--- src/rtl/core/ccet_pkg.sv ---
`default_nettype none

package ccet_pkg;

	localparam int FRAC_BITS = 56;
	localparam int PIXEL_BITS = 12;
	localparam int ITER_BITS = 16;
	localparam int WORD_BITS = 64;
	localparam int PROD_BITS = 2 * WORD_BITS;
	localparam int ZOOM_BITS = 63;
	localparam int SIZE_BITS = 13;
	localparam int CFG_INDEX_BITS = 3;
	localparam int CFG_DATA_BITS = 64;
	localparam int K_BITS = ((PIXEL_BITS + 1 > SIZE_BITS) ? PIXEL_BITS + 1 : SIZE_BITS) + 1;

	localparam logic [CFG_INDEX_BITS-1:0] REG_MAX_ITERATIONS = 3'd0;
	localparam logic [CFG_INDEX_BITS-1:0] REG_ZOOM_STEP = 3'd1;
	localparam logic [CFG_INDEX_BITS-1:0] REG_OFFSET_REAL = 3'd2;
	localparam logic [CFG_INDEX_BITS-1:0] REG_OFFSET_IMAG = 3'd3;
	localparam logic [CFG_INDEX_BITS-1:0] REG_FRAME_WIDTH = 3'd4;
	localparam logic [CFG_INDEX_BITS-1:0] REG_FRAME_HEIGHT = 3'd5;

	localparam logic [ITER_BITS-1:0] MAX_ITER_RESET = ITER_BITS'(256);
	localparam logic [ZOOM_BITS-1:0] ZOOM_RESET = ZOOM_BITS'(64'h0001_0000_0000_0000);
	localparam logic [SIZE_BITS-1:0] SIZE_RESET = SIZE_BITS'(1024);

	typedef logic signed [WORD_BITS-1:0] word_t;
	typedef logic signed [PROD_BITS-1:0] prod_t;

	localparam word_t WORD_MAX = {1'b0, {(WORD_BITS-1){1'b1}}};
	localparam word_t WORD_MIN = {1'b1, {(WORD_BITS-1){1'b0}}};

	typedef struct packed {
		logic [ITER_BITS-1:0] max_iterations;
		logic [ZOOM_BITS-1:0] zoom_step;
		word_t offset_real;
		word_t offset_imag;
		logic [SIZE_BITS-1:0] frame_width;
		logic [SIZE_BITS-1:0] frame_height;
	} cfg_t;

	typedef struct packed {
		logic start;
		word_t a;
		word_t b;
	} mul_req_t;

	typedef struct packed {
		logic done;
		prod_t prod;
	} mul_rsp_t;

endpackage

`default_nettype wire

--- src/rtl/core/ccet_mul.sv ---
`default_nettype none

module ccet_mul (
	input logic clk,
	input logic arst_n,
	input ccet_pkg::mul_req_t req,
	output ccet_pkg::mul_rsp_t rsp
);
	import ccet_pkg::*;

	localparam int HALF = WORD_BITS / 2;
	localparam logic [2:0] PH_ABS = 3'd0;
	localparam logic [2:0] PH_P0 = 3'd1;
	localparam logic [2:0] PH_SIGN = 3'd5;

	logic busy_q;
	logic done_q;
	logic neg_q;
	logic [2:0] ph_q;
	word_t a_q;
	word_t b_q;
	logic [WORD_BITS-1:0] ua_q;
	logic [WORD_BITS-1:0] ub_q;
	logic [PROD_BITS-1:0] acc_q;
	prod_t prod_q;

	logic [1:0] part;
	logic [HALF-1:0] pa;
	logic [HALF-1:0] pb;
	logic [WORD_BITS-1:0] pp;
	logic [1:0] sh;
	logic [PROD_BITS-1:0] pp_ext;

	function automatic logic [WORD_BITS-1:0] mag(input word_t v);
		logic [WORD_BITS-1:0] r;
		r = v[WORD_BITS-1] ? (WORD_BITS'(0) - $unsigned(v)) : $unsigned(v);
		return r;
	endfunction

	always_comb begin
		part = 2'(ph_q - PH_P0);
		pa = part[1] ? ua_q[WORD_BITS-1:HALF] : ua_q[HALF-1:0];
		pb = part[0] ? ub_q[WORD_BITS-1:HALF] : ub_q[HALF-1:0];
		pp = WORD_BITS'(pa) * WORD_BITS'(pb);
		sh = {1'b0, part[1]} + {1'b0, part[0]};
		pp_ext = PROD_BITS'(pp) << (sh * HALF);
	end

	always_ff @(posedge clk or negedge arst_n) begin
		if (!arst_n) begin
			busy_q <= 1'b0;
			done_q <= 1'b0;
			neg_q <= 1'b0;
			ph_q <= PH_ABS;
			a_q <= '0;
			b_q <= '0;
			ua_q <= '0;
			ub_q <= '0;
			acc_q <= '0;
			prod_q <= '0;
		end else begin
			done_q <= 1'b0;
			if (req.start) begin
				a_q <= req.a;
				b_q <= req.b;
				acc_q <= '0;
				busy_q <= 1'b1;
				ph_q <= PH_ABS;
			end else if (busy_q) begin
				if (ph_q == PH_ABS) begin
					ua_q <= mag(a_q);
					ub_q <= mag(b_q);
					neg_q <= a_q[WORD_BITS-1] ^ b_q[WORD_BITS-1];
					ph_q <= PH_P0;
				end else if (ph_q == PH_SIGN) begin
					prod_q <= neg_q ? $signed(PROD_BITS'(0) - acc_q) : $signed(acc_q);
					busy_q <= 1'b0;
					done_q <= 1'b1;
				end else begin
					acc_q <= acc_q + pp_ext;
					ph_q <= ph_q + 3'd1;
				end
			end
		end
	end

	always_comb begin
		rsp.done = done_q;
		rsp.prod = prod_q;
	end

endmodule

`default_nettype wire

--- config.mk ---
export PLATFORM = sky130hd
export DESIGN_NAME = ccet_mul
export DESIGN_NICKNAME = d
export VERILOG_FILES = /design/src/rtl/core/ccet_pkg.sv /design/src/rtl/core/ccet_mul.sv
export SDC_FILE = /design/constraint.sdc
export NUM_CORES = 2
export LEC_CHECK = 0
export ABC_AREA = 1
export BUFFER_PORTS_ARGS = -buffer_cell sky130_fd_sc_hd__buf_2
export CELL_PAD_IN_SITES_DETAIL_PLACEMENT = 0
export CELL_PAD_IN_SITES_GLOBAL_PLACEMENT = 2
export CORE_ASPECT_RATIO = 0.75
export CORE_MARGIN = 3
export CORE_UTILIZATION = 38
export CTS_CLUSTER_DIAMETER = 200
export DETAILED_ROUTE_END_ITERATION = 6
export PLACE_DENSITY = 0.89
export SLEW_MARGIN = 20
export SYNTH_ARGS = -nofsm -noshare
export SYNTH_HDL_FRONTEND = slang
export SYNTH_SLANG_ARGS = --single-unit
--- constraint.sdc ---
create_clock -name clk -period 12.1 [get_ports clk]
set_clock_uncertainty 0.1 [all_clocks]
set_input_delay 3.63 -clock clk [delete_from_list [all_inputs] [get_ports clk]]
set_output_delay 3.63 -clock clk [all_outputs]
set_load 0.1 [all_outputs]
* Word-level counts from Yosys, hierarchy flattened
Cells that the tools add are included.
** Word-level totals
- Register bits :: 518
- Word-level logic and storage cells :: 53
- Input port bits :: 131
** Operators by class
- Bitwise operators :: 3
- Shifts and indexed selects :: 1
- Muxes and demuxes :: 21
- Multipliers :: 1
- Reductions and logical operators :: 6
- Equal/unequal tests :: 4
- Add/sub/neg operators :: 7
** Operators by type and width (number)
- $mux 128 :: 5
- $add 128x128->128 :: 1
- $mux 64 :: 2
- $shl 64x7->128 :: 1
- $sub 1x128->128 const A :: 1
- $sub 1x64->64 const A :: 2
- $mul 32x32->64 :: 1
- $mux 32 :: 2
- $mux 3 :: 4
- $mux 1 :: 8
- $reduce_and 3->1 :: 2
- $ne 2x2->1 const B :: 2
- $reduce_and 4->1 :: 1
- $add 3x1->3 const B :: 1
- $eq 3x3->1 const B :: 1
- $logic_not 3->1 :: 1
- $ne 3x3->1 const B :: 1
- $add 1x1->2 :: 1
- $not 1->1 :: 2
- $reduce_and 2->1 :: 1
- $reduce_bool 2->1 :: 1
- $sub 2x1->2 const B :: 1
- $xor 1x1->1 :: 1

* Depth between registers and ports, before layout
- Word-level depth :: 9
- Depth in mapped cells :: 55
- Gate-level depth less buffers :: 51

* Worst setup path after synthesis
OpenSTA, ideal clock, no wires.
- Kind :: register to register
- From :: register ph_q[0]
- To :: register acc_q[110]
- Path buffers :: 4
- Data arrival time :: 9.284 ns
- Setup slack :: 2.593 ns
- Period minus slack after synthesis :: 9.507 ns
- Cell stages (with the launch flop) :: 51
- Cells stage by stage :: dfrtp_1 -> inv_1 -> ha_1 -> clkbuf_1 -> buf_2 -> buf_2 -> nand2_1 -> o21ai_1 -> inv_1 -> clkbuf_1 -> nor2_1 -> fa_1 -> fa_1 -> fa_1 -> inv_1 -> fa_1 -> inv_1 -> fa_1 -> [15 not listed] -> nand2_1 -> o21ai_1 -> nor2_1 -> ha_1 -> nand2_1 -> nor2_1 -> inv_1 -> nor2_1 -> inv_1 -> nor2_1 -> inv_1 -> nor2_1 -> and3_1 -> nand2_1 -> nand3_1 -> a21oi_1 -> o21ai_0 -> nand2_1
** On the way
- Longest elaborated chain between the ends :: 9
- Elaborated cells on any way between the ends :: 16
- Those cells by class :: 3 x add/sub; 1 x mul; 3 x eq/ne; 1 x shift; 6 x mux; 2 x reduce/logical
** RTL lines
- from (decl) :: RTL line ccet_mul.sv:19 : logic [2:0] ph_q;
- from (signal assigned) :: RTL line ccet_mul.sv:81 : ph_q <= ph_q + 3'd1;
- $sub 2x1->2 :: RTL line ccet_mul.sv:41 : part = 2'(ph_q - PH_P0);
- $mux 32 (on tied branches) :: RTL line ccet_mul.sv:42, ccet_mul.sv:43
- $mul 32x32->64 :: RTL line ccet_mul.sv:44 : pp = WORD_BITS'(pa) * WORD_BITS'(pb);
- $shl 64x7->128 :: RTL line ccet_mul.sv:46 : pp_ext = PROD_BITS'(pp) << (sh * HALF);
- $add 128x128->128 :: RTL line ccet_mul.sv:80 : acc_q <= acc_q + pp_ext;
- $mux 128 :: RTL line ccet_mul.sv:75 : end else if (ph_q == PH_SIGN) begin
- $mux 128 :: RTL line ccet_mul.sv:70 : if (ph_q == PH_ABS) begin
- $mux 128 :: RTL line ccet_mul.sv:69 : end else if (busy_q) begin
- $mux 128 :: RTL line ccet_mul.sv:63 : if (req.start) begin
- to (signal assigned) :: RTL line ccet_mul.sv:80
- to (decl) :: RTL line ccet_mul.sv:24 : logic [PROD_BITS-1:0] acc_q;
Several ways; a longest one is shown, not always the timed one. The select of a mux whose other input is x is not followed.
A chain may end at the register's enable or synchronous reset.

* Worst setup path after layout
- From :: register ph_q[1]
- To :: register acc_q[112]
** On the way
- Longest elaborated chain between the ends :: 9
- Elaborated cells on any way between the ends :: 15
- Those cells by class :: 3 x add/sub; 1 x mul; 3 x eq/ne; 1 x shift; 5 x mux; 2 x reduce/logical
** RTL lines
- $sub 2x1->2 :: RTL line ccet_mul.sv:41
- $mux 32 :: RTL line ccet_mul.sv:42 : pa = part[1] ? ua_q[WORD_BITS-1:HALF] : ua_q[HALF-1:0];
- $mul 32x32->64 :: RTL line ccet_mul.sv:44
- $shl 64x7->128 :: RTL line ccet_mul.sv:46
- $add 128x128->128 :: RTL line ccet_mul.sv:80
- $mux 128 :: RTL line ccet_mul.sv:75
- $mux 128 :: RTL line ccet_mul.sv:70
- $mux 128 :: RTL line ccet_mul.sv:69
- $mux 128 :: RTL line ccet_mul.sv:63
Several ways; a longest one is shown, not always the timed one. The select of a mux whose other input is x is not followed.

==> flow_summary.yaml <==
run_status:
  outcome: "finished clean"
placement:
  place_congestion: 1.11
  port_buffers: 259
  dp_hpwl_um: 348000
  placed_cell_area_sq_mm: 0.0855
sta:
  finalHoldViolations: 0
  min_period_ns: 11.87
  slew_headroom_pct: 4.45
  setup_viol: 0
  fmax_mhz: 84.2
  final.period_utilization_pct: 98.1
  slew_viol_final: 0
  worst_pin_slew_ns: 1.43
die:
  die_area_sq_mm: 0.195
  initial_core_util_pct: 38.5
  die_w_um: 509
  fp.dieH_um: 383
  core_sq_mm: 0.187
  ios: 260
  rows: 137
cts:
  clk_latency_ns: 0.74
  cts.sinks: 518
  path_clk_slew_ns: 0.07
  clock-root-buffer: "clkbuf_16"
  htree_levels: 3
  cts_tree: "done"
  clock_path_buffers: 3
  cts_hold_buffers: 0
  cts_buffers: 66
grt:
  grt_pass1_vias: 74300
  grtUsageTotal_pct: 41.1
  grt_pass1_wl_um: 564000
  antenna_found_initial: 23
  gr-total-overflow: 0
  grt_start_max_net_pins: 147
route:
  first_pass_iters: 7
  drc: 0
  vias: 77300
  drtAntennaViolNets: 0
  vias_per_cell: 5.57
  routed_wl_um: 408000
  drtIter0Drc: 9688
  wire_per_inst_um: 29.4
worst_setup_path:
  startpoint_type: "flip-flop"
  end_kind: "flip-flop"
  rr_startpoint: "ph_q[1]"
  critPathMaxFanout: 24
  reg2reg_depth: 47
  cp_common_cell: "buf_4"
  critPathSlowestCell: "fa_1"
  worstPathArrival_ns: 12.37
  reg2reg_to: "acc_q[112]"
  required_ns: 12.59
  regToRegSetupSlack_ns: 0.23
  path_class: "reg2reg"
  max_stage_delay_ns: 0.54
synth:
  yosysMostFrequentCell: "nand2_1"
  synth_edf_count: 0
  synth_seq_area_share_pct: 18.0
  ys.flop_type: "dfrtp_1"
  synth_top_family_by_area: "adder cells"
  ys_warn_count: 0
  synth-async-reset-ratio_pct: 100
  synth_seq_cells: 518
  synthesis.nets: 11500
  yosysTopAreaCell: "fa_1"
  synth_cell_types: 64
  syn_inst: 10100
  synth_compound_area_share_pct: 11.7
  avgSynthCellArea_sq_um: 7.17
  synth_simple_gate_area_share_pct: 24.5
  synthXorXnorAreaFrac_pct: 2.84
  synth_fa_ha_area_share_pct: 31.8
  netlist_area_sq_mm: 0.0721
  synth_top_area_share_pct: 24.9
  synthMuxAreaShare_pct: 0.0139
  ys_top_cells_by_count: "nand2_1 (2042), inv_1 (1752), nor2_1 (1592)"
  synth.area.top_cells: "fa_1 (25%), dfrtp_1 (18%), nand2_1 (11%)"
worst_hold_path:
  min_path_type: "reg2reg"
  whs_path_depth: 2
  min_from: "prod_q[127]"
  holdPathEnd: "prod_q[127]"
cells_and_area:
  drive_gt1_share_pct: 16.3
  syn_to_final_growth_pct: 22.2
  finalInstanceArea_sq_mm: 0.0881
  final_nets: 12800
job:
  drv_cap: 0
## per-layer routing
layer | part of all wire [%] | vias up | global-route usage, %
li1 | - | 33900 | -
met2 | 34 | 4700 | 48.6
met3 | 18 | 514 | 24.4
met5 | 0.44 | - | 3.89
met4 | 2.2 | 30 | 7.91
met1 | 45 | 38200 | 61.8
## registers in the layout, indices dropped and copies added, names as in the netlist
| name | count |
|---|---|
| b_q | 64 |
| ua_q | 64 |
| ub_q | 64 |
| ph_q | 3 |
| a_q | 64 |
| neg_q | 1 |
| prod_q | 128 |
| acc_q | 128 |
| busy_q | 1 |
| done_q | 1 |
## worst max path at each step
stage	startpoint	endpoint	slack, ns	cells after the start
after detailed placement	ph_q[1]	acc_q[73]	-0.07	45
after global routing	ph_q[1]	acc_q[73]	-0.02	44
final	ph_q[1]	acc_q[112]	0.23	47
after global placement	ph_q[1]	acc_q[73]	-0.06	45
after CTS	ph_q[1]	acc_q[55]	0.03	46
after floorplan	ph_q[0]	acc_q[110]	2.59	50
## logic make-up (layout without fill, tap and decap cells)
family | Yosys count | after routing
and+or+nand+nor | 4318 | 4318
AOI/OAI and AO/OA | 1567 | 1567
DFF | 518 | 518
other | 0 | 8
xor gates and xnor gates | 234 | 234
muxes | 1 | 1
buffers and inverters | 2128 | 3451
adders and majority gates | 1294 | 1294
## critical path, delay by kind of cell (launching register included)
family | cells | cell delay (ns)
AOI/OAI and AO/OA | 10 | 2.38
and+or+nand+nor | 10 | 1.35
DFF | 1 | 0.36
buffers and inverters | 16 | 2.49
adders and majority gates | 11 | 5.00
## through the flow
step	setup slack, ns	cells	setup TNS (ns)	hold slack (ns)	utilization, %
after floorplan	2.59	10100	0	0.342	-
after global placement	-0.0621	13800	-0.0621	0.358	45.7
after detailed placement	-0.0681	13800	-0.0681	0.368	45.7
after CTS	0.0317	13900	0	0.383	46.9
after global routing	-0.0208	13900	-0.0377	0.401	47.1
final	0.225	13900	0	0.381	47.1
## area by class of cell
cell class / count / area [sq um]
Fill cell: 19500 / 99100
Sequential cell: 518 / 13000
Tap cell: 2502 / 3130
Antenna cell: 8 / 20.0
Inverter: 1793 / 6750
Timing Repair Buffer: 1538 / 11500
Clock buffer: 86 / 1860
Multi-Input combinational cell: 7414 / 51300
Clock inverter: 34 / 515
## cells in the final DEF, fill, tap and decap left out, types with 58 or more instances in the layout
master and n:
o22ai_1 58, fa_1 897, buf_4 1229, clkbuf_16 66, buf_2 257, a21oi_1 468
ha_1 392, nand4_1 132, nand3_1 260, a31oi_1 63, nor4_1 65, o21ai_1 124
nor2_1 1581, inv_1 1747, nand2_1 2036, dfrtp_1 515, o21ai_0 684, nor3_1 96
xor2_1 213
## timing repair
action | 4_1_cts | 5_1_grt
hold endpoints to repair | 0 | 0
endpoints found under the setup margin | 7 | 88
setup buffers | 0 | 4
gates resized for setup | 1 | 51
Power is not shown: default switching activity piles up to over one toggle a cycle in this logic, so the estimate is an artifact.
