--- config.mk ---
export PLATFORM = sky130hd
export DESIGN_NAME = ccet_regs
export DESIGN_NICKNAME = d
export VERILOG_FILES = /design/src/rtl/core/ccet_pkg.sv /design/src/rtl/core/ccet_regs.sv
export SDC_FILE = /design/constraint.sdc
export NUM_CORES = 1
export LEC_CHECK = 0
export BUFFER_PORTS_ARGS = -buffer_cell sky130_fd_sc_hd__buf_2
export CAP_MARGIN = 15
export CORE_MARGIN = 8
export CORE_UTILIZATION = 46
export CTS_CLUSTER_SIZE = 24
export DETAILED_ROUTE_END_ITERATION = 10
export PLACE_DENSITY = 0.76
export SYNTH_ARGS = -nofsm -noshare
export SYNTH_HDL_FRONTEND = slang
export SYNTH_SLANG_ARGS = --single-unit
export TNS_END_PERCENT = 100
--- constraint.sdc ---
create_clock -name clk -period 0.85 [get_ports clk]
set_clock_uncertainty 0.1 [all_clocks]
set_input_delay 0.1275 -clock clk [delete_from_list [all_inputs] [get_ports clk]]
set_output_delay 0.1275 -clock clk [all_outputs]
set_load 0.01 [all_outputs]
--- src/rtl/core/ccet_pkg.sv ---
`default_nettype none

package ccet_pkg;

	localparam int FRAC_BITS = 56;
	localparam int PIXEL_BITS = 12;
	localparam int ITER_BITS = 16;
	localparam int WORD_BITS = 64;
	localparam int PROD_BITS = 2 * WORD_BITS;
	localparam int ZOOM_BITS = 63;
	localparam int SIZE_BITS = 13;
	localparam int CFG_INDEX_BITS = 3;
	localparam int CFG_DATA_BITS = 64;
	localparam int K_BITS = ((PIXEL_BITS + 1 > SIZE_BITS) ? PIXEL_BITS + 1 : SIZE_BITS) + 1;

	localparam logic [CFG_INDEX_BITS-1:0] REG_MAX_ITERATIONS = 3'd0;
	localparam logic [CFG_INDEX_BITS-1:0] REG_ZOOM_STEP = 3'd1;
	localparam logic [CFG_INDEX_BITS-1:0] REG_OFFSET_REAL = 3'd2;
	localparam logic [CFG_INDEX_BITS-1:0] REG_OFFSET_IMAG = 3'd3;
	localparam logic [CFG_INDEX_BITS-1:0] REG_FRAME_WIDTH = 3'd4;
	localparam logic [CFG_INDEX_BITS-1:0] REG_FRAME_HEIGHT = 3'd5;

	localparam logic [ITER_BITS-1:0] MAX_ITER_RESET = ITER_BITS'(256);
	localparam logic [ZOOM_BITS-1:0] ZOOM_RESET = ZOOM_BITS'(64'h0001_0000_0000_0000);
	localparam logic [SIZE_BITS-1:0] SIZE_RESET = SIZE_BITS'(1024);

	typedef logic signed [WORD_BITS-1:0] word_t;
	typedef logic signed [PROD_BITS-1:0] prod_t;

	localparam word_t WORD_MAX = {1'b0, {(WORD_BITS-1){1'b1}}};
	localparam word_t WORD_MIN = {1'b1, {(WORD_BITS-1){1'b0}}};

	typedef struct packed {
		logic [ITER_BITS-1:0] max_iterations;
		logic [ZOOM_BITS-1:0] zoom_step;
		word_t offset_real;
		word_t offset_imag;
		logic [SIZE_BITS-1:0] frame_width;
		logic [SIZE_BITS-1:0] frame_height;
	} cfg_t;

	typedef struct packed {
		logic start;
		word_t a;
		word_t b;
	} mul_req_t;

	typedef struct packed {
		logic done;
		prod_t prod;
	} mul_rsp_t;

endpackage

`default_nettype wire

--- src/rtl/core/ccet_regs.sv ---
`default_nettype none

module ccet_regs (
	input logic clk,
	input logic arst_n,
	input logic cfg_valid,
	output logic cfg_ready,
	input logic [ccet_pkg::CFG_INDEX_BITS-1:0] cfg_index,
	input logic [ccet_pkg::CFG_DATA_BITS-1:0] cfg_data,
	output ccet_pkg::cfg_t cfg
);
	import ccet_pkg::*;

	cfg_t cfg_q;

	assign cfg_ready = 1'b1;
	assign cfg = cfg_q;

	always_ff @(posedge clk or negedge arst_n) begin
		if (!arst_n) begin
			cfg_q.max_iterations <= MAX_ITER_RESET;
			cfg_q.zoom_step <= ZOOM_RESET;
			cfg_q.offset_real <= '0;
			cfg_q.offset_imag <= '0;
			cfg_q.frame_width <= SIZE_RESET;
			cfg_q.frame_height <= SIZE_RESET;
		end else if (cfg_valid && cfg_ready) begin
			unique case (cfg_index)
				REG_MAX_ITERATIONS: cfg_q.max_iterations <= cfg_data[ITER_BITS-1:0];
				REG_ZOOM_STEP: cfg_q.zoom_step <= cfg_data[ZOOM_BITS-1:0];
				REG_OFFSET_REAL: cfg_q.offset_real <= cfg_data[WORD_BITS-1:0];
				REG_OFFSET_IMAG: cfg_q.offset_imag <= cfg_data[WORD_BITS-1:0];
				REG_FRAME_WIDTH: cfg_q.frame_width <= cfg_data[SIZE_BITS-1:0];
				REG_FRAME_HEIGHT: cfg_q.frame_height <= cfg_data[SIZE_BITS-1:0];
				default: begin
				end
			endcase
		end
	end

endmodule

`default_nettype wire

* Word-level counts from Yosys, hierarchy flattened
Index checks and enable logic that the tools add are counted.
** Cells by class
- Equal/unequal tests :: 5
- Reductions and logical operators :: 7
** Operator list (count)
- AND reduction 2 bit :: 6
- equality test 3 x 2 -> 1 bit, second input constant :: 2
- equality test 3 bit, second input constant :: 2
- equality test 3 x 1 -> 1 bit, second input constant :: 1
- zero test 3 bit :: 1
** Word-level totals
- Bits of input ports :: 70
- Bits in registers :: 233

* Depth between registers and ports, before layout
Gate-level depths: netlist of the first run.
- Depth in word-level cells :: 2
- Mapped depth :: 4
- Gate-level depth less buffers :: 2

* Worst setup path before layout of the first run
OpenSTA, ideal clock, no wires.
- Path kind :: input-to-reg
- Start :: in cfg_index[0] (netlist bit)
- End :: reg cfg_q (netlist bit cfg[100])
- Path buffers :: 2
- Stages :: 4
- Slack :: -0.463 ns
- Arrival time :: 1.088 ns
- Required time :: 0.625 ns
- Cell sequence :: nor4bb_2 buf_6 buf_12 mux2_4
** Between the ends
- Longest elaborated chain between the ends :: 2
** Ends and longest elaborated chain
- from (decl) :: line ccet_regs.sv:8 : input logic [ccet_pkg::CFG_INDEX_BITS-1:0] cfg_index,
- equality test 3 x 2 -> 1 bit :: line ccet_regs.sv:28 : unique case (cfg_index)
- AND reduction 2 bit (no source line)
- to (decl) :: line ccet_regs.sv:14 : cfg_t cfg_q;
No other way between the ends.
A chain may end at the register's enable or synchronous reset.

* Final worst setup path of the first run
- Start :: reg cfg_q (netlist bit cfg[23])
- End :: out cfg[23] (netlist bit)
** RTL lines
- to (decl) :: line ccet_regs.sv:10 : output ccet_pkg::cfg_t cfg
No word-level cell between the ends.

==> results of run 1 <==
[per-stage QoR]
stage	total power [uW]	setup TNS [ns]
finish	40100	-147.59
global route	41600	-158.34
CTS	37300	-144.48
detailed placement	23500	-149.88
global placement	23300	-146.43
floorplan	19400	-80.70
[what timing repair did]
item                                    in CTS  in global routing
endpoints found under the setup margin     459                466
endpoints found under the hold margin      466                  5
gates resized for setup                    178                147
gates cloned                                22                  0
buffers inserted                           123                100
pin swaps                                    3                  3
[logic make-up (layout without fill, tap and decap cells)]
kind of cell	count (synthesis)	after routing	synth area share [%]
multiplexers	233	233	32.9
AND/OR/NAND/NOR	6	6	0.924
buffers and inverters	25	642	3.68
other	1	1	0.0401
flip-flops	233	233	62.5
[worst min path at each step]
stage	endpoint	depth (start not counted)	slack [ns]	from
detailed placement	cfg[95]	1	-0.13	arst_n
floorplan	cfg[0]	0	-0.27	arst_n
finish	cfg[95]	2	-0.04	arst_n
global placement	cfg[92]	1	-0.13	arst_n
global route	cfg[157]	2	-0.06	arst_n
CTS	cfg[15]	2	-0.07	arst_n
[synthesized netlist by cell type]
library cell | instances | area share, %
buf_6 | 3 | 0.36
conb_1 | 1 | 0.040
nor4bb_2 | 2 | 0.35
buf_12 | 12 | 2.6
mux2_2 | 113 | 14
mux2_4 | 120 | 19
buf_4 | 8 | 0.64
nor4b_4 | 1 | 0.25
dfrtp_1 | 229 | 61
nand4b_1 | 2 | 0.19
buf_2 | 2 | 0.11
dfstp_2 | 4 | 1.1
and4bb_2 | 1 | 0.13
[power groups by stage]
stage,clock network (uW),registers [uW],logic [uW]
2_1_floorplan,0,16200,3220
3_3_place_gp,0,15100,8150
3_5_place_dp,0,15100,8360
4_1_cts,11000,15100,11200
5_1_grt,11600,15800,14100
6_report,11000,15600,13500
[cell type report]
type | count | area share (%)
flip-flops and latches | 233 | 36.5
repair buffers | 596 | 35.0
multi-input cells | 240 | 21.3
clock buffers | 38 | 4.53
well taps | 270 | 2.11
clock inverters | 8 | 0.587
[layer usage]
metal  GRT usage [%]  up-vias  part of all wire, %
li1                -     2968                    -
met1            30.7     3608                   39
met2            43.0      358                   50
met3            5.70       77                  7.8
met4            7.14        0                  3.4
met5               0        -                    0
==> summary.md, run 1 <==
| Metric | Value |
|---|---|
| Multi-input logic area | 3400 um2 |
| Core Area | 20,100 um2 |
| Worst R2R Setup Slack | -0.27 ns |
| Syn nets | ~570 |
| Antenna-violating nets left | 0 |
| Failing checks | negative hold slack, negative setup slack |
| Area of the mapped netlist | 9340 um2 |
| Sequential share of power | 38.9% |
| Logic gate share of total power | 33.6% |
| Period minus WS final | 1.41 ns |
| Place WS | -0.706 ns |
| Startpoint Class | flip-flop |
| Flops & latches, synth | roughly 230 |
| Unrepaired setup endpoints after global routing | yes |
| Critical path endpoint | cfg[23] |
| Root Driver | clkbuf_16 |
| Yosys warns | 0 |
| P_int | between 20,000 and 30,000 uW |
| Synth-to-Final Area Change | 71.1% |
| Nets | 1,166 |
| CTS clk-pin slew, worst paths | 0.07 ns |
| Largest net degree at the start of global routing | 54 |
| Fmax | 0.707 GHz |
| Worst reg2reg endpoint | cfg[57] |
| R2R cell count | 3 |
| Post-layout instance area | 16,000 um2 |
| Register area | 5840 um2 |
| WS Path Type | flip-flop to output pin |
| CP Capture Type | output pin |
| Initial detailed-routing violation count | 305 |
| Vias in the first global route | approximately 7,800 |
| Pre-antenna DRT Iters | 4 |
| Die Ht | roughly 160 um |
| CP Cell Sequence | buf_6 |
| Number of hold buffers added after CTS | 65 |
| Outcome | finished, violations left |
| Routed WL | 35.4 mm |
| Fillcell total | 969 |
| Row count | 52 |
| Max VDD drop | 2.09 mV |
| Syn Inst Count | 498 |
| Critical path arrival | roughly 1.2 ns |
| Die Area | 25,100 um2 |
| Worst Setup SP | cfg[23] |
| Clk Latency, worst-skew pair | 0.51 ns |
| R2R Path Start | cfg[57] |
| Num ports | 304 |
| Slowest stage delay, CP | 0.56 ns |
| GRT overflow | 0 |
| Hold crit path type | input port to async pin |
| Share of cells above drive strength 1 | 72.6% |
| Hold WS | -0.0403 ns |
| Clock power share | between 20% and 30% |
| Max Slew Vio Count | 0 |
| Starting density of the core | 46.5% |
| Final setup viols | 466 |
| Sw frac | between 20% and 30% |
| Most frequent cells in the layout | 229 x dfrtp_1, 193 x buf_2, 186 x buf_6 |
| Ant diodes | 0 |
| CTS Buf Count | 25 |
| H-tree levels | 1 |
| Antenna violations before repair | 0 |
| Final hold violation count | 5 |
| Required time of the critical path | a little over 0.6 ns |
| DP Cell Count | 1,094 |
| Final Core Density | 79.5% |
| Drt wl/cell | 25.5 um |
| P_sw | 11,500 uW |
| GPL Wtd Cong | 0.768 |
| Cell family with most CP delay | flip-flops |
| Most common cell after layout, fill and taps aside | dfrtp_1 |
| Final HPWL DP | 17.3 mm |
| Clock Path Buffers | 3 |
| Via density | about 5.1 |
| WP depth | 1 |
| Via count | 7,011 |
| Slowest stage cell, crit path | dfstp_2 |
| # Max-Cap Violations | 0 |
| Critical-path maximum fanout | 2 |
| Dpl cell area | 11,600 um2 |
| Pwr Density | about 2500 nW/um2 |
| Period utilization | 166% |
| DIE WIDTH | 159 um |
| First-pass GRT wire length | 47.1 mm |
| Post-route DRC | 0 |
| Register area share after synthesis | 62.5% |
| Bufs and invs on worst path | 1 |
| Post-Layout Cell Count | 1,385 |
| LEAKAGE | just under 0.008 uW |
| Port Buffer Count | about 300 |
| Largest register FFs | approximately 230 |
| Post-synth cell types | 13 |
| CTS tree | yes |
| Final setup margin | -0.565 ns |
| GRT Util Overall | 24.9% |
| Syn_area_per_cell | 18.8 um2 |
| Clock Sinks | 233 |
Note: power is estimated with default switching activity, not from simulation.
==> inputs of run 2 (changes only) <==
--- a/config.mk
+++ b/config.mk
@@ -8,10 +8,11 @@
 export BUFFER_PORTS_ARGS = -buffer_cell sky130_fd_sc_hd__buf_2
 export CAP_MARGIN = 15
 export CORE_MARGIN = 8
-export CORE_UTILIZATION = 46
+export CORE_UTILIZATION = 45
 export CTS_CLUSTER_SIZE = 24
 export DETAILED_ROUTE_END_ITERATION = 10
-export PLACE_DENSITY = 0.76
+export PLACE_DENSITY = 0.75
+export SLEW_MARGIN = 20
 export SYNTH_ARGS = -nofsm -noshare
 export SYNTH_HDL_FRONTEND = slang
 export SYNTH_SLANG_ARGS = --single-unit
==> run 2 against run 1 <==
Net effect: the run ends with negative setup slack left; wire length grew 2.7%; clock power is 4% lower; combinational power hardly changed; critical endpoint unchanged.
==> summary.md, run 2 (synthesis gave the netlist of run 1 again) <==
| Metric | Value |
|---|---|
| First-pass GRT wire length | 47.0 mm (-0.19%) |
| Total Power | 39,900 uW (-0.61%) |
| Required time of the critical path | 0.62 ns (about the same) |
| Max Slew Vio Count | 0 (unchanged) |
| Worst R2R Setup Slack | -0.28 ns (about the same) |
| CP Capture Type | output pin |
| Most common cell after layout, fill and taps aside | dfrtp_1 |
| Largest register FFs | 233 (unchanged) |
| Most frequent cells in the layout | 229 x dfrtp_1, 206 x buf_6, 190 x mux2_4 |
| Antenna-violating nets left | 0 (unchanged) |
| Via count | 7,019 (+0.11%) |
| Pwr Density | 2510 nW/um2 (about the same) |
| Final setup viols | 463 (-0.64%) |
| LEAKAGE | 0.00791 uW (-0.57%) |
| Dpl cell area | 11,500 um2 (-0.56%) |
| Bufs and invs on worst path | 1 (unchanged) |
| Fillcell total | 984 (+1.5%) |
| Post-route DRC | 0 (unchanged) |
| Nets | 1,149 (-1.5%) |
| Core Area | 20,300 um2 (+0.97%) |
| Unrepaired setup endpoints after global routing | yes |
| Pre-antenna DRT Iters | 4 (unchanged) |
| Post-layout instance area | 15,900 um2 (-0.70%) |
| Clock Sinks | 233 (unchanged) |
| WS Path Type | flip-flop to output pin |
| Clock Path Buffers | 3 (unchanged) |
| Final HPWL DP | 17.7 mm (+2.8%) |
| CP Cell Sequence | buf_6 |
| Worst reg2reg endpoint | cfg[178] |
| Setup TNS | -141.83 ns (+5.76 ns) |
| GPL Wtd Cong | 0.764 (-0.53%) |
| R2R cell count | 3 (unchanged) |
| Ant diodes | 0 (unchanged) |
| Slowest stage cell, crit path | dfstp_2 |
| GRT overflow | 0 (unchanged) |
| Root Driver | clkbuf_16 |
| GRT Util Overall | 23.4% (-1.5 points) |
| Period minus WS final | 1.41 ns (-0.00846 ns) |
| Share of cells above drive strength 1 | 72.1% (-0.59 points) |
| Initial detailed-routing violation count | 375 (+23%) |
| Hold WS | 0.00485 ns (+0.0452 ns) |
| DIE WIDTH | 160 um (+0.99%) |
| Vias in the first global route | 7,524 (-2.9%) |
| Cell family with most CP delay | flip-flops |
| Clk Latency, worst-skew pair | 0.51 ns (about the same) |
| Hold crit path type | input port to async pin |
| Final setup margin | -0.556 ns (+0.00846 ns) |
| Slowest stage delay, CP | 0.55 ns (about the same) |
| CTS clk-pin slew, worst paths | 0.06 ns (about the same) |
| Routed WL | 36.3 mm (+2.7%) |
| Failing checks | negative setup slack |
| Period utilization | 165% (-1.0 points) |
| Startpoint Class | flip-flop |
| Via density | 5.14 (+1.6%) |
| Critical path arrival | 1.18 ns (about the same) |
| Row count | 52 (unchanged) |
| H-tree levels | 1 (unchanged) |
| CTS tree | yes |
| Antenna violations before repair | 0 (unchanged) |
| R2R Path Start | cfg[178] |
| Die Ht | 160 um (+0.99%) |
| Port Buffer Count | 302 (unchanged) |
| Synth-to-Final Area Change | 69.9% |
| Drt wl/cell | 26.6 um (+4.2%) |
| Max VDD drop | 2.20 mV (+5.4%) |
| Die Area | 25,600 um2 (+2.0%) |
| Outcome | finished, violations left |
| Fmax | 0.711 GHz (+0.60%) |
| Final Core Density | 78.2% (-1.3 points) |
| Starting density of the core | 46.0% (-0.45 points) |
| Final hold violation count | 0 (-5) |
| Num ports | 304 (unchanged) |
| CTS Buf Count | 25 (unchanged) |
| Largest net degree at the start of global routing | 35 (-35%) |
| Critical-path maximum fanout | 2 (unchanged) |
| # Max-Cap Violations | 0 (unchanged) |
==> run 2: cell count changes in the layout (fill, tap and decap cells not counted), sizes merged <==
cell    previous run  this run
buf              531       512
clkbuf            38        41
inv                1         0
bufinv             2         1
clkinv             5         3
==> run 2: how the worst max path moves through the flow <==
| stage | start | to | slack (ns) | depth (start not counted) |
|---|---|---|---|---|
| after floorplan | cfg_index[1] | cfg[217] | -0.46 | 3 |
| after global placement | cfg_index[1] | cfg[191] | -0.72 | 5 |
| after detailed placement | cfg_index[1] | cfg[209] | -0.77 | 5 |
| after CTS | cfg[23] | cfg[23] | -0.56 | 1 |
| after global routing | cfg[23] | cfg[23] | -0.59 | 1 |
| final | cfg[23] | cfg[23] | -0.56 | 1 |
==> run 2: cell type report <==
type / instances / area [um2] / area share [%]
Sequential cell: 233 / 5840 / 36.8
Timing Repair Buffer: 579 / 5480 / 34.5
Multi-Input combinational cell: 240 / 3450 / 21.7
Clock buffer: 39 / 728 / 4.59
Tap cell: 270 / 338 / 2.13
Clock inverter: 4 / 45.0 / 0.284
==> run 2: timing repair <==
item / in CTS / in global routing
endpoints found under the hold margin: 466 / 0
hold buffers: 65 / 0
endpoints found under the setup margin: 466 / 466
gates resized for setup: 167 / 175
gates cloned: 13 / 2
pin swaps: 4 / 5
setup buffers: 111 / 78
==> run 2: metrics by stage <==
stage                     instances  worst slack (ns)
after floorplan                 498            -0.462
after global placement         1097            -0.723
after detailed placement       1097            -0.772
after CTS                      1325            -0.564
after global routing           1365            -0.585
final                          1365            -0.556
==> run 2: where the power goes <==
part	leakage (uW)	switching [uW]	total, uW	internal [uW]
sequential	0.00279	2100	15700	13600
combinational	0.00474	4980	13600	8640
clock	0.000381	4450	10600	6140
total	0.00791	11500	39900	28400
==> run 2: per-layer routing <==
layer / share of wire, % / wire, um / global-route usage (%) / up-vias
li1: - / - / - / 2933
met1: 37 / 13500 / 26.6 / 3658
met2: 52 / 18900 / 41.2 / 351
met3: 8.1 / 2950 / 8.12 / 77
met4: 2.6 / 954 / 6.12 / 0
met5: 0 / 0 / 0 / -
