<file path="config.mk">
export PLATFORM = sky130hd
export DESIGN_NAME = ccet_seq
export DESIGN_NICKNAME = d
export VERILOG_FILES = /design/src/rtl/core/ccet_pkg.sv /design/src/rtl/core/ccet_seq.sv
export SDC_FILE = /design/constraint.sdc
export NUM_CORES = 2
export LEC_CHECK = 0
export BUFFER_PORTS_ARGS = -buffer_cell sky130_fd_sc_hd__clkbuf_2
export CORE_UTILIZATION = 40
export CTS_BUF_LIST = sky130_fd_sc_hd__clkbuf_4 sky130_fd_sc_hd__clkbuf_8
export CTS_CLUSTER_DIAMETER = 150
export DETAILED_ROUTE_END_ITERATION = 6
export PLACE_DENSITY = 0.55
export SKIP_CTS_REPAIR_TIMING = 1
export SLEW_MARGIN = 20
export SYNTH_ARGS = -nofsm -noshare
export SYNTH_HDL_FRONTEND = slang
export SYNTH_SLANG_ARGS = --single-unit
</file>
<file path="constraint.sdc">
create_clock -name clk -period 8.9 [get_ports clk]
set_input_delay 1.78 -clock clk [delete_from_list [all_inputs] [get_ports clk]]
set_output_delay 1.78 -clock clk [all_outputs]
set_load 0.03 [all_outputs]
</file>
<file path="src/rtl/core/ccet_pkg.sv">
`default_nettype none

package ccet_pkg;

	localparam int FRAC_BITS = 56;
	localparam int PIXEL_BITS = 12;
	localparam int ITER_BITS = 16;
	localparam int WORD_BITS = 64;
	localparam int PROD_BITS = 2 * WORD_BITS;
	localparam int ZOOM_BITS = 63;
	localparam int SIZE_BITS = 13;
	localparam int CFG_INDEX_BITS = 3;
	localparam int CFG_DATA_BITS = 64;
	localparam int K_BITS = ((PIXEL_BITS + 1 > SIZE_BITS) ? PIXEL_BITS + 1 : SIZE_BITS) + 1;

	localparam logic [CFG_INDEX_BITS-1:0] REG_MAX_ITERATIONS = 3'd0;
	localparam logic [CFG_INDEX_BITS-1:0] REG_ZOOM_STEP = 3'd1;
	localparam logic [CFG_INDEX_BITS-1:0] REG_OFFSET_REAL = 3'd2;
	localparam logic [CFG_INDEX_BITS-1:0] REG_OFFSET_IMAG = 3'd3;
	localparam logic [CFG_INDEX_BITS-1:0] REG_FRAME_WIDTH = 3'd4;
	localparam logic [CFG_INDEX_BITS-1:0] REG_FRAME_HEIGHT = 3'd5;

	localparam logic [ITER_BITS-1:0] MAX_ITER_RESET = ITER_BITS'(256);
	localparam logic [ZOOM_BITS-1:0] ZOOM_RESET = ZOOM_BITS'(64'h0001_0000_0000_0000);
	localparam logic [SIZE_BITS-1:0] SIZE_RESET = SIZE_BITS'(1024);

	typedef logic signed [WORD_BITS-1:0] word_t;
	typedef logic signed [PROD_BITS-1:0] prod_t;

	localparam word_t WORD_MAX = {1'b0, {(WORD_BITS-1){1'b1}}};
	localparam word_t WORD_MIN = {1'b1, {(WORD_BITS-1){1'b0}}};

	typedef struct packed {
		logic [ITER_BITS-1:0] max_iterations;
		logic [ZOOM_BITS-1:0] zoom_step;
		word_t offset_real;
		word_t offset_imag;
		logic [SIZE_BITS-1:0] frame_width;
		logic [SIZE_BITS-1:0] frame_height;
	} cfg_t;

	typedef struct packed {
		logic start;
		word_t a;
		word_t b;
	} mul_req_t;

	typedef struct packed {
		logic done;
		prod_t prod;
	} mul_rsp_t;

endpackage

`default_nettype wire

</file>
<file path="src/rtl/core/ccet_seq.sv">
`default_nettype none

module ccet_seq (
	input logic clk,
	input logic arst_n,
	input ccet_pkg::cfg_t cfg,
	input logic pixel_valid,
	output logic pixel_stall,
	input logic [ccet_pkg::PIXEL_BITS-1:0] pixel_column,
	input logic [ccet_pkg::PIXEL_BITS-1:0] pixel_row,
	output logic count_valid,
	input logic count_stall,
	output logic [ccet_pkg::ITER_BITS-1:0] escape_count,
	output ccet_pkg::mul_req_t mul_req,
	input ccet_pkg::mul_rsp_t mul_rsp
);
	import ccet_pkg::*;

	localparam logic [2:0] S_IDLE = 3'd0;
	localparam logic [2:0] S_ISSUE = 3'd1;
	localparam logic [2:0] S_WAIT = 3'd2;
	localparam logic [2:0] S_FOLD = 3'd3;
	localparam logic [2:0] S_ESC = 3'd4;
	localparam logic [2:0] S_UPD = 3'd5;
	localparam logic [2:0] S_DONE = 3'd6;

	localparam logic [2:0] OP_MAPX = 3'd0;
	localparam logic [2:0] OP_MAPY = 3'd1;
	localparam logic [2:0] OP_R2 = 3'd2;
	localparam logic [2:0] OP_I2 = 3'd3;
	localparam logic [2:0] OP_R3 = 3'd4;
	localparam logic [2:0] OP_I3 = 3'd5;
	localparam logic [2:0] OP_T1 = 3'd6;
	localparam logic [2:0] OP_T2 = 3'd7;

	localparam word_t FOUR = word_t'(64'd4 << FRAC_BITS);

	logic [2:0] state_q;
	logic [2:0] op_q;
	logic count_valid_q;
	logic [ITER_BITS-1:0] escape_count_q;
	logic [ITER_BITS-1:0] res_q;
	logic [ITER_BITS-1:0] n_q;
	logic signed [K_BITS-1:0] kx_q;
	logic signed [K_BITS-1:0] ky_q;
	word_t c_re_q;
	word_t c_im_q;
	word_t z_re_q;
	word_t z_im_q;
	word_t r2_q;
	word_t i2_q;
	word_t r3_q;
	word_t i3_q;
	word_t t1_q;
	word_t opa;
	word_t opb;
	word_t zoom_word;
	word_t prod_fx;
	word_t map_val;

	function automatic word_t sat_sum(input logic [WORD_BITS:0] s);
		word_t r;
		if (s[WORD_BITS] != s[WORD_BITS-1]) begin
			r = s[WORD_BITS] ? WORD_MIN : WORD_MAX;
		end else begin
			r = s[WORD_BITS-1:0];
		end
		return r;
	endfunction

	function automatic word_t fx_add(input word_t a, input word_t b);
		return sat_sum({a[WORD_BITS-1], a} + {b[WORD_BITS-1], b});
	endfunction

	function automatic word_t fx_sub(input word_t a, input word_t b);
		return sat_sum({a[WORD_BITS-1], a} - {b[WORD_BITS-1], b});
	endfunction

	function automatic word_t fx_times3(input word_t a);
		logic [WORD_BITS+1:0] s;
		word_t r;
		s = {{2{a[WORD_BITS-1]}}, a} + {a[WORD_BITS-1], a, 1'b0};
		if ((&s[WORD_BITS+1:WORD_BITS-1]) || !(|s[WORD_BITS+1:WORD_BITS-1])) begin
			r = s[WORD_BITS-1:0];
		end else begin
			r = s[WORD_BITS+1] ? WORD_MIN : WORD_MAX;
		end
		return r;
	endfunction

	function automatic word_t sat_wide(input prod_t s);
		word_t r;
		if ((&s[PROD_BITS-1:WORD_BITS-1]) || !(|s[PROD_BITS-1:WORD_BITS-1])) begin
			r = s[WORD_BITS-1:0];
		end else begin
			r = s[PROD_BITS-1] ? WORD_MIN : WORD_MAX;
		end
		return r;
	endfunction

	function automatic word_t map_coord(input prod_t p, input word_t off);
		prod_t s;
		s = (p >>> 1) + prod_t'(off);
		return sat_wide(s);
	endfunction

	assign pixel_stall = (state_q != S_IDLE);
	assign count_valid = count_valid_q;
	assign escape_count = escape_count_q;
	assign zoom_word = {1'b0, cfg.zoom_step};

	always_comb begin
		prod_fx = sat_wide(mul_rsp.prod >>> FRAC_BITS);
		map_val = map_coord(mul_rsp.prod, (op_q == OP_MAPX) ? cfg.offset_real : cfg.offset_imag);
	end

	always_comb begin
		unique case (op_q)
			OP_MAPX: begin
				opa = {{(WORD_BITS-K_BITS){kx_q[K_BITS-1]}}, kx_q};
				opb = zoom_word;
			end
			OP_MAPY: begin
				opa = {{(WORD_BITS-K_BITS){ky_q[K_BITS-1]}}, ky_q};
				opb = zoom_word;
			end
			OP_R2: begin
				opa = z_re_q;
				opb = z_re_q;
			end
			OP_I2: begin
				opa = z_im_q;
				opb = z_im_q;
			end
			OP_R3: begin
				opa = r2_q;
				opb = z_re_q;
			end
			OP_I3: begin
				opa = i2_q;
				opb = z_im_q;
			end
			OP_T1: begin
				opa = fx_times3(r2_q);
				opb = z_im_q;
			end
			OP_T2: begin
				opa = fx_times3(z_re_q);
				opb = i2_q;
			end
		endcase
		mul_req.start = (state_q == S_ISSUE);
		mul_req.a = opa;
		mul_req.b = opb;
	end

	always_ff @(posedge clk or negedge arst_n) begin
		if (!arst_n) begin
			state_q <= S_IDLE;
			op_q <= OP_MAPX;
			count_valid_q <= 1'b0;
			escape_count_q <= '0;
			res_q <= '0;
			n_q <= '0;
			kx_q <= '0;
			ky_q <= '0;
			c_re_q <= '0;
			c_im_q <= '0;
			z_re_q <= '0;
			z_im_q <= '0;
			r2_q <= '0;
			i2_q <= '0;
			r3_q <= '0;
			i3_q <= '0;
			t1_q <= '0;
		end else begin
			if (count_valid_q && !count_stall && state_q != S_DONE) begin
				count_valid_q <= 1'b0;
			end
			unique case (state_q)
				S_IDLE: begin
					if (pixel_valid) begin
						kx_q <= K_BITS'({pixel_column, 1'b0}) - K_BITS'(cfg.frame_width);
						ky_q <= K_BITS'({pixel_row, 1'b0}) - K_BITS'(cfg.frame_height);
						op_q <= OP_MAPX;
						state_q <= S_ISSUE;
					end
				end
				S_ISSUE: begin
					state_q <= S_WAIT;
				end
				S_WAIT: begin
					if (mul_rsp.done) begin
						unique case (op_q)
							OP_MAPX: begin
								c_re_q <= map_val;
								op_q <= OP_MAPY;
								state_q <= S_ISSUE;
							end
							OP_MAPY: begin
								c_im_q <= map_val;
								z_im_q <= map_val;
								z_re_q <= c_re_q;
								n_q <= '0;
								state_q <= S_FOLD;
							end
							OP_R2: begin
								r2_q <= prod_fx;
								op_q <= OP_I2;
								state_q <= S_ISSUE;
							end
							OP_I2: begin
								i2_q <= prod_fx;
								state_q <= S_ESC;
							end
							OP_R3: begin
								r3_q <= prod_fx;
								op_q <= OP_I3;
								state_q <= S_ISSUE;
							end
							OP_I3: begin
								i3_q <= prod_fx;
								op_q <= OP_T1;
								state_q <= S_ISSUE;
							end
							OP_T1: begin
								t1_q <= prod_fx;
								op_q <= OP_T2;
								state_q <= S_ISSUE;
							end
							OP_T2: begin
								z_im_q <= fx_add(fx_sub(t1_q, i3_q), c_im_q);
								z_re_q <= fx_add(fx_sub(r3_q, prod_fx), c_re_q);
								state_q <= S_UPD;
							end
						endcase
					end
				end
				S_FOLD: begin
					if (n_q < cfg.max_iterations) begin
						z_re_q <= z_re_q[WORD_BITS-1] ? fx_sub('0, z_re_q) : z_re_q;
						z_im_q <= fx_sub('0, z_im_q);
						op_q <= OP_R2;
						state_q <= S_ISSUE;
					end else begin
						res_q <= cfg.max_iterations - ITER_BITS'(1);
						state_q <= S_DONE;
					end
				end
				S_ESC: begin
					if (fx_add(r2_q, i2_q) > FOUR) begin
						res_q <= n_q;
						state_q <= S_DONE;
					end else begin
						op_q <= OP_R3;
						state_q <= S_ISSUE;
					end
				end
				S_UPD: begin
					n_q <= n_q + ITER_BITS'(1);
					state_q <= S_FOLD;
				end
				S_DONE: begin
					if (!count_valid_q || !count_stall) begin
						count_valid_q <= 1'b1;
						escape_count_q <= res_q;
						state_q <= S_IDLE;
					end
				end
				default: begin
					state_q <= S_IDLE;
				end
			endcase
		end
	end

endmodule

`default_nettype wire

</file>
* After elaboration in Yosys (flattened, before gate mapping)
Cells that the tools add are included.
** Word-level totals
- Output and inout port bits :: 147
- Input bits :: 390
- Register bits after elaboration :: 659
** Cells by class
- $add $sub $neg :: 14
- Eq/ne operators :: 32
- Reductions and logical operators :: 47
- $lt $le $gt $ge :: 2
- Mux-type cells :: 63
** Operators by type and width (count)
- $mux W64 :: 35
- $pmux W64 S2 :: 4
- $pmux W64 S8 :: 1
- $pmux W64 S4 :: 1
- $add A64 B64 Y65 :: 3
- $add A64 B65 Y66 :: 2
- $sub A1 B64 Y65 const A :: 2
- $sub A64 B64 Y65 :: 2
- $add A127 B64 Y128 :: 1
- $reduce_and A65 Y1 :: 1
- $reduce_or A65 Y1 :: 1
- $gt A64 B60 Y1 const B :: 1
- $mux W16 :: 4
- $pmux W16 S2 :: 2
- $reduce_and A3 Y1 :: 12
- $sub A13 B13 Y14 :: 2
- $mux W3 :: 9
- $pmux W3 S4 :: 2
- $eq A3 B3 Y1 const B :: 7
- $pmux W3 S7 :: 1
- $add A16 B1 Y16 const B :: 1
- $lt A16 B16 Y1 :: 1
- $ne A2 B2 Y1 const B :: 8
- $sub A16 B1 Y16 const B :: 1
- 25 further kinds :: 54

* Depth between registers and ports, before layout
- Depth in word-level cells :: 16
- Mapped depth :: 47

* Worst setup path before layout
OpenSTA, ideal clock, no wires.
- Path kind :: input-to-reg
- Start :: input port mul_rsp[124] (netlist name)
- End :: register z_re_q[10]
- Stages :: 42
- Library setup time :: 77 ps
- Data required time :: 8823 ps
- Arrival time :: 10532 ps
- Buffers on the path :: 4
- Slack :: -1709 ps
- Path through :: nor4_1 > nand3_1 > o21ai_1 > nor2_1 > clkbuf_1 > a21oi_1 > ha_1 > o21a_1 > o21ai_0 > a2111oi_0 > a31oi_1 > nor4b_1 > o21ai_0 > a21oi_1 > a21oi_1 > o221ai_1 > a21oi_1 > o221a_2 > [6 not listed] > fa_1 > nor2b_1 > o31ai_1 > a31oi_1 > o31ai_1 > o31a_1 > a21oi_1 > o211ai_1 > a211o_1 > a31o_2 > o311ai_0 > and2_1 > buf_2 > nor2_1 > nor2_1 > clkbuf_1 > o21ai_0 > a21oi_1
** On the way
- Cells in the longest elaborated chain, start to end :: 16
** RTL lines
- start: declaration :: line ccet_seq.sv:15 : input ccet_pkg::mul_rsp_t mul_rsp
- $reduce_or A9 Y1 :: line ccet_seq.sv:93 : if ((&s[PROD_BITS-1:WORD_BITS-1]) || !(|s[PROD_BITS-1:WORD_BITS-1])) begin
- $logic_not A1 Y1 :: line ccet_seq.sv:93
- $logic_or A1 B1 Y1 (*) :: line ccet_seq.sv:93
- $mux W64 (*) :: line ccet_seq.sv:93
- $sub A64 B64 Y65 (*) :: line ccet_seq.sv:76 : return sat_sum({a[WORD_BITS-1], a} - {b[WORD_BITS-1], b});
- $mux W64 / $ne A1 B1 Y1 (equally long branches) :: line ccet_seq.sv:64, ccet_seq.sv:63
- $mux W64 (*) :: line ccet_seq.sv:63 : if (s[WORD_BITS] != s[WORD_BITS-1]) begin
- $mux W64 (*) :: line ccet_seq.sv:194 : unique case (op_q)
- $mux W64 (*) :: line ccet_seq.sv:193 : if (mul_rsp.done) begin
- $mux W64 (*) :: line ccet_seq.sv:180 : unique case (state_q)
- $add A64 B64 Y65 (*) :: line ccet_seq.sv:72 : return sat_sum({a[WORD_BITS-1], a} + {b[WORD_BITS-1], b});
- $mux W64 / $ne A1 B1 Y1 (equally long branches) :: line ccet_seq.sv:64, ccet_seq.sv:63
- $mux W64 (*) :: line ccet_seq.sv:63
- $pmux W64 S2 (*) :: line ccet_seq.sv:194
- $mux W64 (*) :: line ccet_seq.sv:193
- $pmux W64 S2 (*) :: line ccet_seq.sv:180
- end signal: assignment :: line ccet_seq.sv:203 : z_re_q <= c_re_q;
- end signal: assignment :: line ccet_seq.sv:233 : z_re_q <= fx_add(fx_sub(r3_q, prod_fx), c_re_q);
- end signal: assignment :: line ccet_seq.sv:241 : z_re_q <= z_re_q[WORD_BITS-1] ? fx_sub('0, z_re_q) : z_re_q;
- end: declaration :: line ccet_seq.sv:48 : word_t z_re_q;
Every way passes the cells marked *; elsewhere a longest branch is shown, timed or not. The select of a mux whose other input is x is not followed.
A chain may end at the register's enable or synchronous reset.

* Final worst setup path
- Start :: input port mul_rsp[127] (netlist name)
- End :: register z_re_q[0]
** On the way
- Cells in the longest elaborated chain, start to end :: 16
** RTL lines (line)
- $reduce_or A9 Y1 :: ccet_seq.sv:93
- $logic_not A1 Y1 :: ccet_seq.sv:93
- $logic_or A1 B1 Y1 :: ccet_seq.sv:93
- $mux W64 (*) :: ccet_seq.sv:93
- $sub A64 B64 Y65 (*) :: ccet_seq.sv:76
- $mux W64 / $ne A1 B1 Y1 (equally long branches) :: ccet_seq.sv:64, ccet_seq.sv:63
- $mux W64 (*) :: ccet_seq.sv:63
- $mux W64 (*) :: ccet_seq.sv:194
- $mux W64 (*) :: ccet_seq.sv:193
- $mux W64 (*) :: ccet_seq.sv:180
- $add A64 B64 Y65 (*) :: ccet_seq.sv:72
- $mux W64 / $ne A1 B1 Y1 (equally long branches) :: ccet_seq.sv:64, ccet_seq.sv:63
- $mux W64 (*) :: ccet_seq.sv:63
- $pmux W64 S2 (*) :: ccet_seq.sv:194
- $mux W64 (*) :: ccet_seq.sv:193
- $pmux W64 S2 (*) :: ccet_seq.sv:180
Marked as above.

==> run metrics <==
outcome finished, violations left; failing checks setup timing; via density per instance 6.28; CP startpoint mul_rsp[127]; area of the multi-input gates 55,500 um2; Cell variety after synth 126; required time worst endpoint 9.71 ns; launch point of the worst hold path i3_q[6]; final setup margin -0.459 ns; synthesized area per cell 7.56 um2; hold crit path type flop to flop; dominant cells by area after synthesis dfrtp_1 22%, ha_1 12%, a21oi_1 7.7%, o21ai_0 6.7%, nor2_1 4.4%; Critical Path Sink Type flop; Worst Path Max Fanout 7; Yosys warnings 0; Clk Latency, worst-skew pair 0.96 ns; Clock Sinks 659; vias in the first global route 80.2k; RSZ-0062 raised after global routing true; via count 86.3k; Starting Density 0.403; H-tree Lvls 4; Max Slew Vio Count 0; commonest non-fill, non-tap cell in the layout buf_4; worst r2r src i3_q[7]; main flop type after synthesis dfrtp_1; pin count of the biggest net entering global routing 149; io pins 537; site row count 157; cts bufs inserted 135; placed cells 13.4k; CP startpoint kind input pin; Setup CP Type input pin to flop; Post-synth EDFFs 0; CTS tree done; asr flop ratio synth 1.00; Critical Path Max Stage Delay 0.42 ns; Placer Congestion 1.14; Setup violations, final 64; fin cells 13.8k; Avg WL per Cell 30.8 um; initial detailed-routing violation count 9,332; GRT Util Overall 0.435; CTS root buf clkbuf_8; # Max-Cap Violations 0; setup_tns -20.61 ns; P&R area growth vs syn 25.1%; # nets final 12.2k; final WL 423,000 um; Period minus WS final 9.36 ns; post-synthesis sequential area ratio 0.223; DP HPWL 349,000 um; Syn Nets 10.9k; Remaining DRCs 0; initial antenna violation count 58; first-pass GRT wire length 582,000 um; FF+latch area 16,500 um2; core area 183,000 um2; I/O Buffers 535; Final Cell Area 92,500 um2; post-route ant nets 0; Chip Width 432 um; Yosys top cell by area dfrtp_1; Synth top area share 0.223; Least-Margin Pin Slew 1.30 ns; WP data arrival 10.17 ns; Worst-path clk slew 0.06 ns; Die H 432 um; commonest non-fill, non-tap cells in the layout 1,183 x buf_4, 1,063 x a21oi_1, 898 x o21ai_0; FMAX 0.107 GHz; Fin. Hold Viols 0; die area 186,000 um2; crit-path most repeated cell a21oi_2; Final Skew 0.0703 ns; Slew Limit Headroom 0.125; CTS max path bufs 3; Syn Std Cell Area 73,900 um2; TritonRoute pass-1 iters 6; layout cell share with drive strength beyond 1 0.240; DP Area 87,300 um2; Cells after Synth 9,777; Slowest cell on crit path nor2_4; final global-route overflow total 0; Final Cycle Share 1.05; Fillers 18.3k; pre-CTS WS -1.71 ns; Synth Register Bits 659
## registers in the layout, indices dropped and copies added, names as in the netlist, 3 cells and up
| name | count |
|---|---|
| escape_count | 16 |
| op_q | 3 |
| z_im_q | 64 |
| r3_q | 64 |
| i2_q | 64 |
| res_q | 16 |
| state_q | 3 |
| r2_q | 64 |
| i3_q | 64 |
| c_im_q | 64 |
| n_q | 16 |
| kx_q | 14 |
| c_re_q | 64 |
| t1_q | 64 |
| z_re_q | 64 |
| ky_q | 14 |
## cell families (layout without fill, tap and decap cells)
group | Yosys count | in the layout | share of synthesized area
simple gates | 2926 | 2927 | 0.187
flops | 659 | 659 | 0.223
fa+ha+maj | 709 | 709 | 0.120
other cells | 0 | 47 | 0
compound gates | 3773 | 3773 | 0.318
xor+xnor | 514 | 514 | 0.0609
buf+inv | 929 | 2390 | 0.0500
mux | 267 | 268 | 0.0403
## synth_stat cells (44+ instances only)
cell / count
nor3_1: 196
or3_1: 70
o22ai_1: 58
buf_1: 44
o2111ai_1: 46
nand4_1: 174
clkbuf_1: 444
ha_1: 682
nand2_1: 865
buf_2: 51
a21o_1: 338
mux2_2: 236
dfrtp_1: 659
xor2_1: 185
a21oi_1: 1135
a211oi_1: 125
inv_1: 360
nor2b_1: 68
a221oi_1: 116
and2_1: 57
nor2_1: 870
o21a_1: 107
o31ai_1: 59
and3_1: 73
nor4_1: 54
a31oi_1: 98
o21ai_1: 99
o21ai_0: 988
nand3_1: 249
o211ai_1: 70
xnor2_1: 329
o21bai_1: 83
nand2b_1: 80
## final cells by class
class	count	share of cell area
Multi-Input combinational cell	8191	0.600
Sequential cell	659	0.178
Timing Repair Buffer	1796	0.140
Tap cell	2464	0.0333
Clock buffer	192	0.0266
Inverter	362	0.0147
Clock inverter	40	0.00551
Antenna cell	47	0.00127
## per-stage QoR
stage,util,hold WS [ns]
6_report,0.505,0.479
3_3_place_gp,0.477,0.463
4_1_cts,0.493,0.482
2_1_floorplan,-,0.445
3_5_place_dp,0.477,0.468
5_1_grt,0.504,0.500
## critical path, delay by kind of cell
kind / cells / cell delay, ns
buf+inv: 9 / 1.20
simple gates: 8 / 1.40
fa+ha+maj: 3 / 0.88
compound gates: 24 / 4.46
mux: 1 / 0.37
## path summary, 6_finish.rpt
path / end / slack (ns) / depth (start not counted)
worst max-delay path: z_re_q[0] / -0.46 / 45
worst min-delay path: i3_q[6] / 0.48 / 2
worst max register to register: z_im_q[8] / 0.23 / 43
worst min register to register: i3_q[6] / 0.48 / 2
max in group asynchronous: r2_q[27] / 6.52 / 2
min in group asynchronous: i3_q[57] / 0.88 / 1
## metal layers
| metal | share of wire | vias up | GRT usage |
|---|---|---|---|
| met5 | 0.00072 | - | 0 |
| met3 | 0.088 | 1097 | 0.0961 |
| met4 | 0.099 | 48 | 0.366 |
| met2 | 0.42 | 4602 | 0.649 |
| met1 | 0.39 | 41600 | 0.532 |
| li1 | - | 39000 | - |
Power is not shown: default switching activity piles up to over one toggle a cycle in this logic, so the estimate is an artifact.
